--- src/rtl/core/assert_macros.svh ---
// Assertion macros shared by the RTL of the layer image cache.
// No dependencies; the bodies are empty when SYNTHESIS is defined.
`ifndef ASSERT_MACROS_SVH
`define ASSERT_MACROS_SVH
`ifndef SYNTHESIS
// same-cycle implication
`define ASSERT_IMP(label, clk_s, rst_s, ante, cons) \
    label: assert property (@(posedge clk_s) disable iff (!rst_s) (ante) |-> (cons)) \
        else $error("assertion failed");
// next-cycle implication
`define ASSERT_NXT(label, clk_s, rst_s, ante, cons) \
    label: assert property (@(posedge clk_s) disable iff (!rst_s) (ante) |=> (cons)) \
        else $error("assertion failed");
`else
`define ASSERT_IMP(label, clk_s, rst_s, ante, cons)
`define ASSERT_NXT(label, clk_s, rst_s, ante, cons)
`endif
`endif

--- src/rtl/core/lic_pkg.sv ---
// Types and constants of the layer image cache.
// No dependencies; used by the interfaces, lic_ctrl, lic_datapath and the top level.
`timescale 1ns / 1ps

package lic_pkg;

    localparam int ENTRIES_DEF = 16;
    localparam int CAP_W       = 5;
    localparam int OP_W        = 2;
    localparam int KEY_W       = 16;
    localparam int DIM_W       = 16;
    localparam int HANDLE_W    = 32;
    localparam int PAYLOAD_W   = 2 * DIM_W + HANDLE_W;
    localparam int PADDR_W     = 3;
    localparam int PDATA_W     = 32;
    localparam int REG_IDX_W   = PADDR_W - 2;

    localparam logic [CAP_W-1:0]     CAP_RESET    = 5'd16;
    localparam logic [REG_IDX_W-1:0] REG_CAPACITY = '0;

    typedef enum logic [OP_W-1:0] {
        OP_LOOKUP = 2'd0,
        OP_STORE  = 2'd1,
        OP_CLEAR  = 2'd2
    } op_t;

    typedef enum logic [2:0] {
        ST_IDLE,
        ST_LOOK,
        ST_RESP,
        ST_PROBE,
        ST_COMMIT,
        ST_CLEAR
    } state_t;

    // controller -> datapath
    typedef struct packed {
        logic latch;   // capture input transaction
        logic look;    // lookup compare, payload RAM read
        logic load;    // fill response register
        logic probe;   // store compare, evict oldest when full
        logic commit;  // store write, rank update
        logic clear;   // invalidate all entries
    } cmd_t;

    // datapath -> controller
    typedef struct packed {
        logic can_load;  // response register free this cycle
    } status_t;

endpackage

--- src/rtl/core/lic_req_if.sv ---
// Request channel of the layer image cache: valid/ready plus the item fields.
// Depends on lic_pkg.
`timescale 1ns / 1ps

interface lic_req_if;
    logic                          valid;
    logic                          ready;
    logic [lic_pkg::OP_W-1:0]      operation;
    logic [lic_pkg::KEY_W-1:0]     layer_key;
    logic [lic_pkg::DIM_W-1:0]     width;
    logic [lic_pkg::DIM_W-1:0]     height;
    logic [lic_pkg::HANDLE_W-1:0]  image_handle;

    modport source (
        output valid, operation, layer_key, width, height, image_handle,
        input  ready
    );
    modport sink (
        input  valid, operation, layer_key, width, height, image_handle,
        output ready
    );
endinterface

--- src/rtl/core/lic_rsp_if.sv ---
// Response channel of the layer image cache: valid/ready plus the result fields.
// Depends on lic_pkg.
`timescale 1ns / 1ps

interface lic_rsp_if;
    logic                          valid;
    logic                          ready;
    logic                          hit;
    logic [lic_pkg::KEY_W-1:0]     found_layer;
    logic [lic_pkg::DIM_W-1:0]     found_width;
    logic [lic_pkg::DIM_W-1:0]     found_height;
    logic [lic_pkg::HANDLE_W-1:0]  found_handle;

    modport source (
        output valid, hit, found_layer, found_width, found_height, found_handle,
        input  ready
    );
    modport sink (
        input  valid, hit, found_layer, found_width, found_height, found_handle,
        output ready
    );
endinterface

--- src/rtl/core/lic_ram.sv ---
// Generic single-write, single-read RAM with registered read data.
// No dependencies.
`timescale 1ns / 1ps

module lic_ram #(
    parameter int WIDTH = 8,
    parameter int DEPTH = 16
) (
    input  logic                     clk,
    input  logic                     we,
    input  logic [$clog2(DEPTH)-1:0] waddr,
    input  logic [WIDTH-1:0]         wdata,
    input  logic                     re,
    input  logic [$clog2(DEPTH)-1:0] raddr,
    output logic [WIDTH-1:0]         rdata
);

    logic [WIDTH-1:0] mem [DEPTH];
    logic [WIDTH-1:0] rdata_reg;

    always_ff @(posedge clk)
    begin
        if (we)
        begin
            mem[waddr] <= wdata;
        end
        if (re)
        begin
            rdata_reg <= mem[raddr];
        end
    end

    assign rdata = rdata_reg;

endmodule

--- src/rtl/core/lic_ctrl.sv ---
// Sequencer of the layer image cache: dispatches each transaction by operation.
// Depends on lic_pkg.
`timescale 1ns / 1ps

module lic_ctrl (
    input  logic                     clk,
    input  logic                     rst_n,
    input  logic                     req_valid,
    input  logic [lic_pkg::OP_W-1:0] req_op,
    input  lic_pkg::status_t         status,
    output logic                     req_ready,
    output lic_pkg::cmd_t            cmd
);

    lic_pkg::state_t state_reg;
    lic_pkg::state_t state_next;
    logic            accept;

    function automatic lic_pkg::state_t dispatch(input logic [lic_pkg::OP_W-1:0] op);
        lic_pkg::state_t s;
        if (op == lic_pkg::OP_LOOKUP)
        begin
            s = lic_pkg::ST_LOOK;
        end
        else if (op == lic_pkg::OP_STORE)
        begin
            s = lic_pkg::ST_PROBE;
        end
        else if (op == lic_pkg::OP_CLEAR)
        begin
            s = lic_pkg::ST_CLEAR;
        end
        else
        begin
            s = lic_pkg::ST_IDLE;  // unused code: dropped
        end
        return s;
    endfunction

    always_ff @(posedge clk or negedge rst_n)
    begin
        if (!rst_n)
        begin
            state_reg <= lic_pkg::ST_IDLE;
        end
        else
        begin
            state_reg <= state_next;
        end
    end

    // outputs
    always_comb
    begin
        unique case (state_reg)
            lic_pkg::ST_IDLE,
            lic_pkg::ST_CLEAR,
            lic_pkg::ST_COMMIT: req_ready = 1'b1;
            lic_pkg::ST_RESP:   req_ready = status.can_load;
            default:            req_ready = 1'b0;
        endcase
        accept      = req_valid && req_ready;
        cmd.latch   = accept;
        cmd.look    = (state_reg == lic_pkg::ST_LOOK);
        cmd.load    = (state_reg == lic_pkg::ST_RESP) && status.can_load;
        cmd.probe   = (state_reg == lic_pkg::ST_PROBE);
        cmd.commit  = (state_reg == lic_pkg::ST_COMMIT);
        cmd.clear   = (state_reg == lic_pkg::ST_CLEAR);
    end

    // next state
    always_comb
    begin
        state_next = state_reg;
        unique case (state_reg)
            lic_pkg::ST_IDLE:
            begin
                if (accept)
                begin
                    state_next = dispatch(req_op);
                end
            end
            lic_pkg::ST_LOOK:  state_next = lic_pkg::ST_RESP;
            lic_pkg::ST_PROBE: state_next = lic_pkg::ST_COMMIT;
            lic_pkg::ST_RESP:
            begin
                if (status.can_load)
                begin
                    state_next = accept ? dispatch(req_op) : lic_pkg::ST_IDLE;
                end
            end
            lic_pkg::ST_COMMIT,
            lic_pkg::ST_CLEAR:
            begin
                state_next = accept ? dispatch(req_op) : lic_pkg::ST_IDLE;
            end
            default: state_next = lic_pkg::ST_IDLE;
        endcase
    end

endmodule

--- src/rtl/core/lic_datapath.sv ---
// Datapath of the layer image cache: key/rank/valid cells, payload RAM,
// capacity register and response register. Depends on lic_pkg, lic_ram.
`timescale 1ns / 1ps

module lic_datapath #(
    parameter int ENTRIES = lic_pkg::ENTRIES_DEF
) (
    input  logic                         clk,
    input  logic                         rst_n,
    input  lic_pkg::cmd_t                cmd,
    output lic_pkg::status_t             status,
    input  logic [lic_pkg::KEY_W-1:0]    in_key,
    input  logic [lic_pkg::DIM_W-1:0]    in_width,
    input  logic [lic_pkg::DIM_W-1:0]    in_height,
    input  logic [lic_pkg::HANDLE_W-1:0] in_handle,
    input  logic                         cfg_we,
    input  logic [lic_pkg::CAP_W-1:0]    cfg_wdata,
    output logic [lic_pkg::CAP_W-1:0]    capacity,
    input  logic                         rsp_ready,
    output logic                         rsp_valid,
    output logic                         hit,
    output logic [lic_pkg::KEY_W-1:0]    found_layer,
    output logic [lic_pkg::DIM_W-1:0]    found_width,
    output logic [lic_pkg::DIM_W-1:0]    found_height,
    output logic [lic_pkg::HANDLE_W-1:0] found_handle
);

    localparam int IDX_W = $clog2(ENTRIES);
    localparam int CNT_W = $clog2(ENTRIES + 1);
    localparam int CW    = (CNT_W > lic_pkg::CAP_W) ? CNT_W : lic_pkg::CAP_W;
    localparam int PW    = lic_pkg::PAYLOAD_W;

    function automatic logic [CW-1:0] eff_cap(input logic [lic_pkg::CAP_W-1:0] c);
        logic [CW-1:0] e;
        e = CW'(c);
        if (e == '0)
        begin
            e = CW'(1);
        end
        else if (e > CW'(ENTRIES))
        begin
            e = CW'(ENTRIES);
        end
        return e;
    endfunction

    // entry cells
    logic [ENTRIES-1:0]         valid_reg, valid_next;
    logic [lic_pkg::KEY_W-1:0]  key_reg  [ENTRIES];
    logic [IDX_W-1:0]           rank_reg [ENTRIES];
    logic [IDX_W-1:0]           rank_next[ENTRIES];
    logic [lic_pkg::CAP_W-1:0]  cap_reg;

    // captured transaction
    logic [lic_pkg::KEY_W-1:0]  lat_key_reg;
    logic [PW-1:0]              lat_data_reg;

    // compare results
    logic                       hit_reg;
    logic [IDX_W-1:0]           hit_idx_reg;
    logic [IDX_W-1:0]           hit_rank_reg;

    // response register
    logic                       rsp_valid_reg;
    logic                       rsp_hit_reg;
    logic [lic_pkg::KEY_W-1:0]  rsp_layer_reg;
    logic [PW-1:0]              rsp_data_reg;

    logic [ENTRIES-1:0]         match;
    logic                       match_any;
    logic [IDX_W-1:0]           match_idx;
    logic [IDX_W-1:0]           match_rank;
    logic [IDX_W-1:0]           free_idx;
    logic [CNT_W-1:0]           count;
    logic [CW-1:0]              cap_eff;
    logic [CW-1:0]              cfg_thr;
    logic                       full;
    logic                       ram_we;
    logic [IDX_W-1:0]           ram_waddr;
    logic [PW-1:0]              ram_rdata;
    logic                       can_load;

    always_comb
    begin
        match_any  = 1'b0;
        match_idx  = '0;
        match_rank = '0;
        for (int i = 0; i < ENTRIES; i++)
        begin
            match[i]   = valid_reg[i] && (key_reg[i] == lat_key_reg);
            match_any  = match_any | match[i];
            match_idx  = match_idx | (match[i] ? IDX_W'(i) : '0);
            match_rank = match_rank | (rank_reg[i] & {IDX_W{match[i]}});
        end
    end

    // lowest free slot
    always_comb
    begin
        free_idx = '0;
        for (int i = ENTRIES - 1; i >= 0; i--)
        begin
            if (!valid_reg[i])
            begin
                free_idx = IDX_W'(i);
            end
        end
    end

    assign count   = CNT_W'($countones(valid_reg));
    assign cap_eff = eff_cap(cap_reg);
    assign cfg_thr = eff_cap(cfg_wdata);
    assign full    = (CW'(count) >= cap_eff);

    always_comb
    begin
        valid_next = valid_reg;
        priority if (cfg_we)
        begin
            // drop entries ranked at or beyond the new capacity
            for (int i = 0; i < ENTRIES; i++)
            begin
                if (CW'(rank_reg[i]) >= cfg_thr)
                begin
                    valid_next[i] = 1'b0;
                end
            end
        end
        else if (cmd.clear)
        begin
            valid_next = '0;
        end
        else if (cmd.probe && !match_any && full)
        begin
            // evict the oldest to make room for a new key
            for (int i = 0; i < ENTRIES; i++)
            begin
                if (CW'(rank_reg[i]) >= cap_eff - CW'(1))
                begin
                    valid_next[i] = 1'b0;
                end
            end
        end
        else if (cmd.commit && !hit_reg)
        begin
            valid_next[free_idx] = 1'b1;
        end
        else
        begin
            valid_next = valid_reg;
        end
    end

    always_comb
    begin
        for (int i = 0; i < ENTRIES; i++)
        begin
            rank_next[i] = rank_reg[i];
            if (cmd.commit)
            begin
                if (hit_reg)
                begin
                    if (IDX_W'(i) == hit_idx_reg)
                    begin
                        rank_next[i] = '0;
                    end
                    else if (valid_reg[i] && (rank_reg[i] < hit_rank_reg))
                    begin
                        rank_next[i] = rank_reg[i] + IDX_W'(1);
                    end
                end
                else
                begin
                    if (IDX_W'(i) == free_idx)
                    begin
                        rank_next[i] = '0;
                    end
                    else if (valid_reg[i])
                    begin
                        rank_next[i] = rank_reg[i] + IDX_W'(1);
                    end
                end
            end
        end
    end

    always_ff @(posedge clk or negedge rst_n)
    begin
        if (!rst_n)
        begin
            valid_reg     <= '0;
            cap_reg       <= lic_pkg::CAP_RESET;
            hit_reg       <= 1'b0;
            rsp_valid_reg <= 1'b0;
        end
        else
        begin
            valid_reg <= valid_next;
            if (cfg_we)
            begin
                cap_reg <= cfg_wdata;
            end
            if (cmd.look || cmd.probe)
            begin
                hit_reg <= match_any;
            end
            if (cmd.load)
            begin
                rsp_valid_reg <= 1'b1;
            end
            else if (rsp_ready)
            begin
                rsp_valid_reg <= 1'b0;
            end
        end
    end

    always_ff @(posedge clk)
    begin
        if (cmd.latch)
        begin
            lat_key_reg  <= in_key;
            lat_data_reg <= {in_width, in_height, in_handle};
        end
        if (cmd.look || cmd.probe)
        begin
            hit_idx_reg  <= match_idx;
            hit_rank_reg <= match_rank;
        end
        for (int i = 0; i < ENTRIES; i++)
        begin
            rank_reg[i] <= rank_next[i];
            if (cmd.commit && !hit_reg && (IDX_W'(i) == free_idx))
            begin
                key_reg[i] <= lat_key_reg;
            end
        end
        if (cmd.load)
        begin
            rsp_hit_reg   <= hit_reg;
            rsp_layer_reg <= hit_reg ? lat_key_reg : '0;
            rsp_data_reg  <= hit_reg ? ram_rdata : '0;
        end
    end

    assign ram_we    = cmd.commit;
    assign ram_waddr = hit_reg ? hit_idx_reg : free_idx;

    lic_ram #(
        .WIDTH (PW),
        .DEPTH (ENTRIES)
    ) u_payload_ram (
        .clk   (clk),
        .we    (ram_we),
        .waddr (ram_waddr),
        .wdata (lat_data_reg),
        .re    (cmd.look),
        .raddr (match_idx),
        .rdata (ram_rdata)
    );

    assign can_load        = !rsp_valid_reg || rsp_ready;
    assign status.can_load = can_load;
    assign capacity        = cap_reg;
    assign rsp_valid       = rsp_valid_reg;
    assign hit             = rsp_hit_reg;
    assign found_layer     = rsp_layer_reg;
    assign found_width     = rsp_data_reg[PW-1 -: lic_pkg::DIM_W];
    assign found_height    = rsp_data_reg[lic_pkg::HANDLE_W +: lic_pkg::DIM_W];
    assign found_handle    = rsp_data_reg[lic_pkg::HANDLE_W-1:0];

endmodule

--- src/rtl/core/layer_image_cache.sv ---
// Layer image cache: fully associative cache of image descriptors by layer.
// Top level; depends on lic_pkg, lic_req_if, lic_rsp_if, lic_ctrl,
// lic_datapath, lic_ram and assert_macros.svh.
//  - req: one transaction carries operation (lookup, store, clear), the
//    layer_key and, for a store, width, height and image_handle.
//  - rsp: one transaction per lookup only: hit and the stored fields, all zero
//    on a miss. Stores, clears and unused codes answer nothing.
//  - APB: capacity at byte address 0 (5 bits, reset 16). A write drops entries
//    ranked at or past the new capacity at once; write only while idle.
//  - lookup: compare and payload RAM read in the cycle after acceptance, then
//    the response register loads in the response step once free or draining.
//    A store runs a compare/evict step and a write step, a clear the clear step.
//  - the next transaction is taken in the last step of the current one (the
//    response, write or clear step); no new one is taken in the look step of
//    a lookup, for the registered RAM read, or the compare/evict step of a store.
//  - a stalled receiver holds the response register; stores and clears keep
//    going, and the next lookup waits in its response step until it frees.
//  - reset empties the cache and sets capacity to 16; no clearing pass.
`timescale 1ns / 1ps
`include "assert_macros.svh"

module layer_image_cache #(
    parameter int ENTRIES = lic_pkg::ENTRIES_DEF
) (
    input  logic                        clk,
    input  logic                        rst_n,
    lic_req_if.sink                     req,
    lic_rsp_if.source                   rsp,
    input  logic                        psel,
    input  logic                        penable,
    input  logic                        pwrite,
    input  logic [lic_pkg::PADDR_W-1:0] paddr,
    input  logic [lic_pkg::PDATA_W-1:0] pwdata,
    output logic [lic_pkg::PDATA_W-1:0] prdata,
    output logic                        pready
);

    lic_pkg::cmd_t              cmd;
    lic_pkg::status_t           status;
    logic                       req_ready;
    logic                       cfg_we;
    logic                       reg_sel;
    logic [lic_pkg::CAP_W-1:0]  capacity;

    // APB: zero wait states, register index is paddr above the byte lanes
    assign pready  = 1'b1;
    assign reg_sel = (paddr[lic_pkg::PADDR_W-1:2] == lic_pkg::REG_CAPACITY);
    assign cfg_we  = psel && penable && pwrite && pready && reg_sel;
    assign prdata  = reg_sel ? lic_pkg::PDATA_W'(capacity) : '0;

    assign req.ready = req_ready;

    lic_ctrl u_ctrl (
        .clk       (clk),
        .rst_n     (rst_n),
        .req_valid (req.valid),
        .req_op    (req.operation),
        .status    (status),
        .req_ready (req_ready),
        .cmd       (cmd)
    );

    lic_datapath #(
        .ENTRIES (ENTRIES)
    ) u_datapath (
        .clk          (clk),
        .rst_n        (rst_n),
        .cmd          (cmd),
        .status       (status),
        .in_key       (req.layer_key),
        .in_width     (req.width),
        .in_height    (req.height),
        .in_handle    (req.image_handle),
        .cfg_we       (cfg_we),
        .cfg_wdata    (pwdata[lic_pkg::CAP_W-1:0]),
        .capacity     (capacity),
        .rsp_ready    (rsp.ready),
        .rsp_valid    (rsp.valid),
        .hit          (rsp.hit),
        .found_layer  (rsp.found_layer),
        .found_width  (rsp.found_width),
        .found_height (rsp.found_height),
        .found_handle (rsp.found_handle)
    );

    // at most one entry-state operation per cycle
    `ASSERT_IMP(a_cmd_exclusive, clk, rst_n, 1'b1, $onehot0({cmd.look, cmd.probe, cmd.commit, cmd.clear}))
    // response register is loaded only when it is free or being drained
    `ASSERT_IMP(a_load_room, clk, rst_n, cmd.load, !rsp.valid || rsp.ready)
    // a store blocks the request side during its compare/evict cycle
    `ASSERT_NXT(a_store_busy, clk, rst_n, cmd.latch && (req.operation == lic_pkg::OP_STORE), !req_ready)

endmodule

--- src/flat_wrapper.sv ---
// flat-port wrapper written by rule: the top's interface ports become plain ports
module layer_image_cache_flat 
#(
    parameter int ENTRIES = lic_pkg::ENTRIES_DEF
)
  (clk, rst_n, psel, penable, pwrite, paddr, pwdata, prdata, pready, req_valid, req_operation, req_layer_key, req_width, req_height, req_image_handle, req_ready, rsp_valid, rsp_hit, rsp_found_layer, rsp_found_width, rsp_found_height, rsp_found_handle, rsp_ready);
  lic_req_if req_i ();
  lic_rsp_if rsp_i ();
  input  logic clk;
  input  logic rst_n;
  input  logic psel;
  input  logic penable;
  input  logic pwrite;
  input  logic [lic_pkg::PADDR_W-1:0] paddr;
  input  logic [lic_pkg::PDATA_W-1:0] pwdata;
  output logic [lic_pkg::PDATA_W-1:0] prdata;
  output logic pready;
  input wire logic [$bits(req_i.valid)-1:0] req_valid;
  input wire logic [$bits(req_i.operation)-1:0] req_operation;
  input wire logic [$bits(req_i.layer_key)-1:0] req_layer_key;
  input wire logic [$bits(req_i.width)-1:0] req_width;
  input wire logic [$bits(req_i.height)-1:0] req_height;
  input wire logic [$bits(req_i.image_handle)-1:0] req_image_handle;
  output wire logic [$bits(req_i.ready)-1:0] req_ready;
  output wire logic [$bits(rsp_i.valid)-1:0] rsp_valid;
  output wire logic [$bits(rsp_i.hit)-1:0] rsp_hit;
  output wire logic [$bits(rsp_i.found_layer)-1:0] rsp_found_layer;
  output wire logic [$bits(rsp_i.found_width)-1:0] rsp_found_width;
  output wire logic [$bits(rsp_i.found_height)-1:0] rsp_found_height;
  output wire logic [$bits(rsp_i.found_handle)-1:0] rsp_found_handle;
  input wire logic [$bits(rsp_i.ready)-1:0] rsp_ready;
  assign req_i.valid = req_valid;
  assign req_i.operation = req_operation;
  assign req_i.layer_key = req_layer_key;
  assign req_i.width = req_width;
  assign req_i.height = req_height;
  assign req_i.image_handle = req_image_handle;
  assign req_ready = req_i.ready;
  assign rsp_valid = rsp_i.valid;
  assign rsp_hit = rsp_i.hit;
  assign rsp_found_layer = rsp_i.found_layer;
  assign rsp_found_width = rsp_i.found_width;
  assign rsp_found_height = rsp_i.found_height;
  assign rsp_found_handle = rsp_i.found_handle;
  assign rsp_i.ready = rsp_ready;
  layer_image_cache #(.ENTRIES(ENTRIES)) u_core (.clk(clk), .rst_n(rst_n), .req(req_i), .rsp(rsp_i), .psel(psel), .penable(penable), .pwrite(pwrite), .paddr(paddr), .pwdata(pwdata), .prdata(prdata), .pready(pready));
endmodule
--- config.mk ---
export PLATFORM = sky130hd
export DESIGN_NAME = layer_image_cache_flat
export DESIGN_NICKNAME = d
export VERILOG_FILES = /design/src/rtl/core/lic_pkg.sv /design/src/rtl/core/lic_req_if.sv /design/src/rtl/core/lic_rsp_if.sv /design/src/rtl/core/lic_ram.sv /design/src/rtl/core/lic_ctrl.sv /design/src/rtl/core/lic_datapath.sv /design/src/rtl/core/layer_image_cache.sv /design/src/flat_wrapper.sv
export VERILOG_INCLUDE_DIRS = /design/src /design/src/rtl/core
export SDC_FILE = /design/constraint.sdc
export NUM_CORES = 2
export LEC_CHECK = 0
export BUFFER_PORTS_ARGS = -buffer_cell sky130_fd_sc_hd__clkbuf_2
export CAP_MARGIN = 20
export CORE_ASPECT_RATIO = 0.7
export CORE_MARGIN = 1.5
export CORE_UTILIZATION = 40
export CTS_CLUSTER_DIAMETER = 200
export DETAILED_ROUTE_END_ITERATION = 8
export MAX_ROUTING_LAYER = met4
export PLACE_DENSITY = 0.57
export SYNTH_ARGS = -nofsm -noshare
export SYNTH_HDL_FRONTEND = slang
export SYNTH_SLANG_ARGS = --single-unit
--- constraint.sdc ---
create_clock -name clk -period 17.69 [get_ports clk]
set_clock_uncertainty 0.15 [all_clocks]
set_input_delay 1.769 -clock clk [delete_from_list [all_inputs] [get_ports clk]]
set_output_delay 1.769 -clock clk [all_outputs]
set_load 0.005 [all_outputs]
==> impl_metrics.ini <==
[status]
status = completed

[floorplan]
ios = 240
die-area_um2 = 176000
fp.dieW_um = 500
start_util = 0.404
die_h_um = 351
row_count = 127
coreArea_um2 = 172000

[global_routing]
grt-ovfl-total = 0
first_global_vias = 36351
antenna_found_initial = 6
grt_usage = 0.205
grt_pass1_wl_mm = 255
grt_max_degree = 160

[timing]
final_hold_viol_count = 0
setup_viol = 0
setup_ws_ns = 10.75
final.min_clock_period_ns = 6.94
fmax_mhz = 144
worst_pin_slew_ns = 1.18
relSlewSlack = 0.214
drv_slew = 0
fin_setup_tns_ns = 0
rsz0062_at_grt = false
fin_crit_sh = 0.392

[setup_path]
critPathSlowestCell = buf_4
crit_required_ns = 18.07
crit_fanout = 100
endpoint_kind = flop
startpoint_type = flop
critical_path_class = reg2reg
crit_path_cell_trace = buf_4 > xnor2_1 > nand4_1 > or4_1 > nor3_2 > nor4_4 > buf_4 > nand2_8 > buf_4 > buf_4 > mux2_1 > o2111ai_1 > a21boi_1 > o211ai_1
crit_path_max_incr_delay_ns = 0.83
cp.arrival_ns = 7.32
cp_common_cell = buf_4

[yosys]
yosysSeqAreaShare = 0.693
synth_flop_cell = edfxtp_1
async_reset_ff_frac = 0.0162
syn_inst = 4412
synth_edf_count = 1577
syn_area_um2 = 69300
avgSynthCellArea_um2 = 15.7
yosys_register_bits = 1603
netlist-cell-type-count = 71
ys_warn_count = 0

[drt]
antenna_left = 0
drt_wl_total_mm = 177
dr.pass1.iters = 5
drc = 0
via_count = 37609
wl_per_cell_um = 25.2
drt-vias-per-instance = 5.36
drtIter0Drc = 3639

[placement]
place_ws_ns = 10.66
io_buffers = 182
place.gp.congestion = 0.921
dp_hpwl_mm = 97.4

[clock_tree]
cts_root_buffer = clkbuf_16
cts.sinks = 1603
cts_hold_buf = 0
cts_tree = built
cts_made_buffers = 157
cts_max_path_buffers = 3
clk_latency_ns = 0.81
cts_setup_buffers = 0
htreeDepth = 4
post_cts_resized = 0
clkTransAtPathRegs_ns = 0.06

[power_and_ir_drop]
p_leak_nw = 27.4
p_total_w = 0.00861
peakVddDrop_mv = 0.0685
pwr_density_cell_nw_per_um2 = 111

[run]
cap_viol_max_count = 0

[hold_path]
holdCritPathClass = reg2reg

[layout]
layout-drive-gt1-share = 0.130
area_growth_pct = 11.7
final_core_util = 0.451
largest_reg_flops = 1024
fill_cells = 15053
nets = 4980
[metrics by stage]
step,instance area (um^2),hold slack [ns],cells
2_1_floorplan,69400,0.273,4438
3_3_place_gp,72600,0.358,6740
3_5_place_dp,72600,0.361,6740
4_1_cts,77400,0.376,7014
5_1_grt,77400,0.393,7015
6_report,77400,0.373,7016
[path summary, 6_finish.rpt]
path | startpoint | end | slack (ns) | cells past startpoint
max in group asynchronous | rst_n | u_core.u_datapath.hit_reg$_DFFE_PN0P_ | 15.75 | 1
worst max register to register | u_core.u_datapath.lat_key_reg[0]$_DFFE_PP_ | u_core.u_datapath.u_payload_ram.rdata[33]$_DFFE_PP_ | 10.75 | 14
worst max-delay path | u_core.u_datapath.lat_key_reg[0]$_DFFE_PP_ | u_core.u_datapath.u_payload_ram.rdata[33]$_DFFE_PP_ | 10.75 | 14
worst min-delay path | u_core.u_datapath.u_payload_ram.rdata[19]$_DFFE_PP_ | u_core.u_datapath.rsp_data_reg[19]$_SDFFCE_PN0P_ | 0.37 | 1
worst min register to register | u_core.u_datapath.u_payload_ram.rdata[19]$_DFFE_PP_ | u_core.u_datapath.rsp_data_reg[19]$_SDFFCE_PN0P_ | 0.37 | 1
min in group asynchronous | rst_n | u_core.u_datapath.capacity[1]$_DFFE_PN0P_ | 0.93 | 1
[Yosys cell counts (8+ instances only)]
master     count  area [um^2]
xnor2_1      224         1960
xor2_1        66          578
inv_1         67          251
a21o_1        49          368
a21boi_1      65          488
a21oi_1       56          280
o21ai_1       73          365
mux2_4        20          300
a31oi_1       18          113
nand2b_1      51          319
or4_1          8         60.1
o2111ai_1     64          561
mux2_2        53          597
mux2_1        60          676
o32ai_1       14          123
dfrtp_1       25          626
nor2b_1       36          225
a211oi_1      13         97.6
ha_1         203         2540
nor2_1       269         1010
nor3_1        33          165
o21a_1        26          195
nand2_1      172          646
edfxtp_1    1577        47400
o21ai_0      100          500
clkbuf_1      79          297
a22o_1        17          149
buf_6         46          518
buf_2         41          205
a21boi_0      16          120
nand3_1       36          180
mux2i_1      449         4490
buf_4         66          495
and2_1        86          538
nand4_1       52          325
a221oi_1      19          166
o211ai_1      64          480
fa_1          10          200
nor4_1        14         87.6
[power breakdown]
part	switching, W	internal (W)	leakage (nW)
Combinational	0.000564	0.000277	10.4
Sequential	0.000152	0.00443	14.6
Clock	0.00145	0.00174	2.33
[logic make-up (layout without fill, tap and decap cells)]
| group | Yosys count | in the layout | share of synthesized area |
|---|---|---|---|
| compound gates | 615 | 615 | 0.0605 |
| xor+xnor | 290 | 290 | 0.0367 |
| fa+ha+maj | 213 | 213 | 0.0395 |
| buf+inv | 308 | 628 | 0.0260 |
| flops | 1603 | 1603 | 0.693 |
| mux | 582 | 582 | 0.0876 |
| other cells | 2 | 29 | 0.000108 |
| simple gates | 799 | 799 | 0.0569 |
[cell usage in the layout (no fill, tap or decap), types with 49 or more instances in the layout]
cell	netlist	layout
o211ai_1	64	64
o21ai_1	73	72
xnor2_1	224	224
nand2_1	172	171
mux2_2	53	53
ha_1	203	203
edfxtp_1	1577	1577
a21oi_1	56	56
nand2b_1	51	51
o21ai_0	100	100
clkbuf_2	0	182
o2111ai_1	64	64
xor2_1	66	66
a21o_1	49	49
nand4_1	52	52
mux2i_1	449	449
mux2_1	60	60
buf_4	66	100
nor2_1	269	255
inv_1	67	67
and2_1	86	85
clkbuf_16	0	160
a21boi_1	65	65
[metal layers]
layer,up-vias,global-route usage,wire [um],share of wire
li1,17183,-,-,-
met1,19021,0.290,82200,0.47
met2,1191,0.307,79700,0.45
met3,214,0.0357,11500,0.065
met4,0,0.0471,3200,0.018
met5,-,-,0,0
[final cells by class]
type | count | area, um^2 | area share
clock buffer | 191 | 4120 | 0.0532
tap | 2257 | 2820 | 0.0365
inverter | 70 | 268 | 0.00346
multi-input combinational | 2527 | 19800 | 0.256
timing repair buffer | 284 | 1700 | 0.0220
antenna | 1 | 2.50 | 0.0000323
clock inverter | 83 | 696 | 0.00899
sequential | 1603 | 48000 | 0.620
[worst max-delay path, delay by kind of cell (launching register included)]
family	cells	cell delay, ns
xor+xnor	1	0.18
simple gates	5	2.37
mux	1	0.39
buf+inv	4	2.51
flops	1	0.32
compound gates	3	0.60
Note: power is estimated with default switching activity, not from simulation.
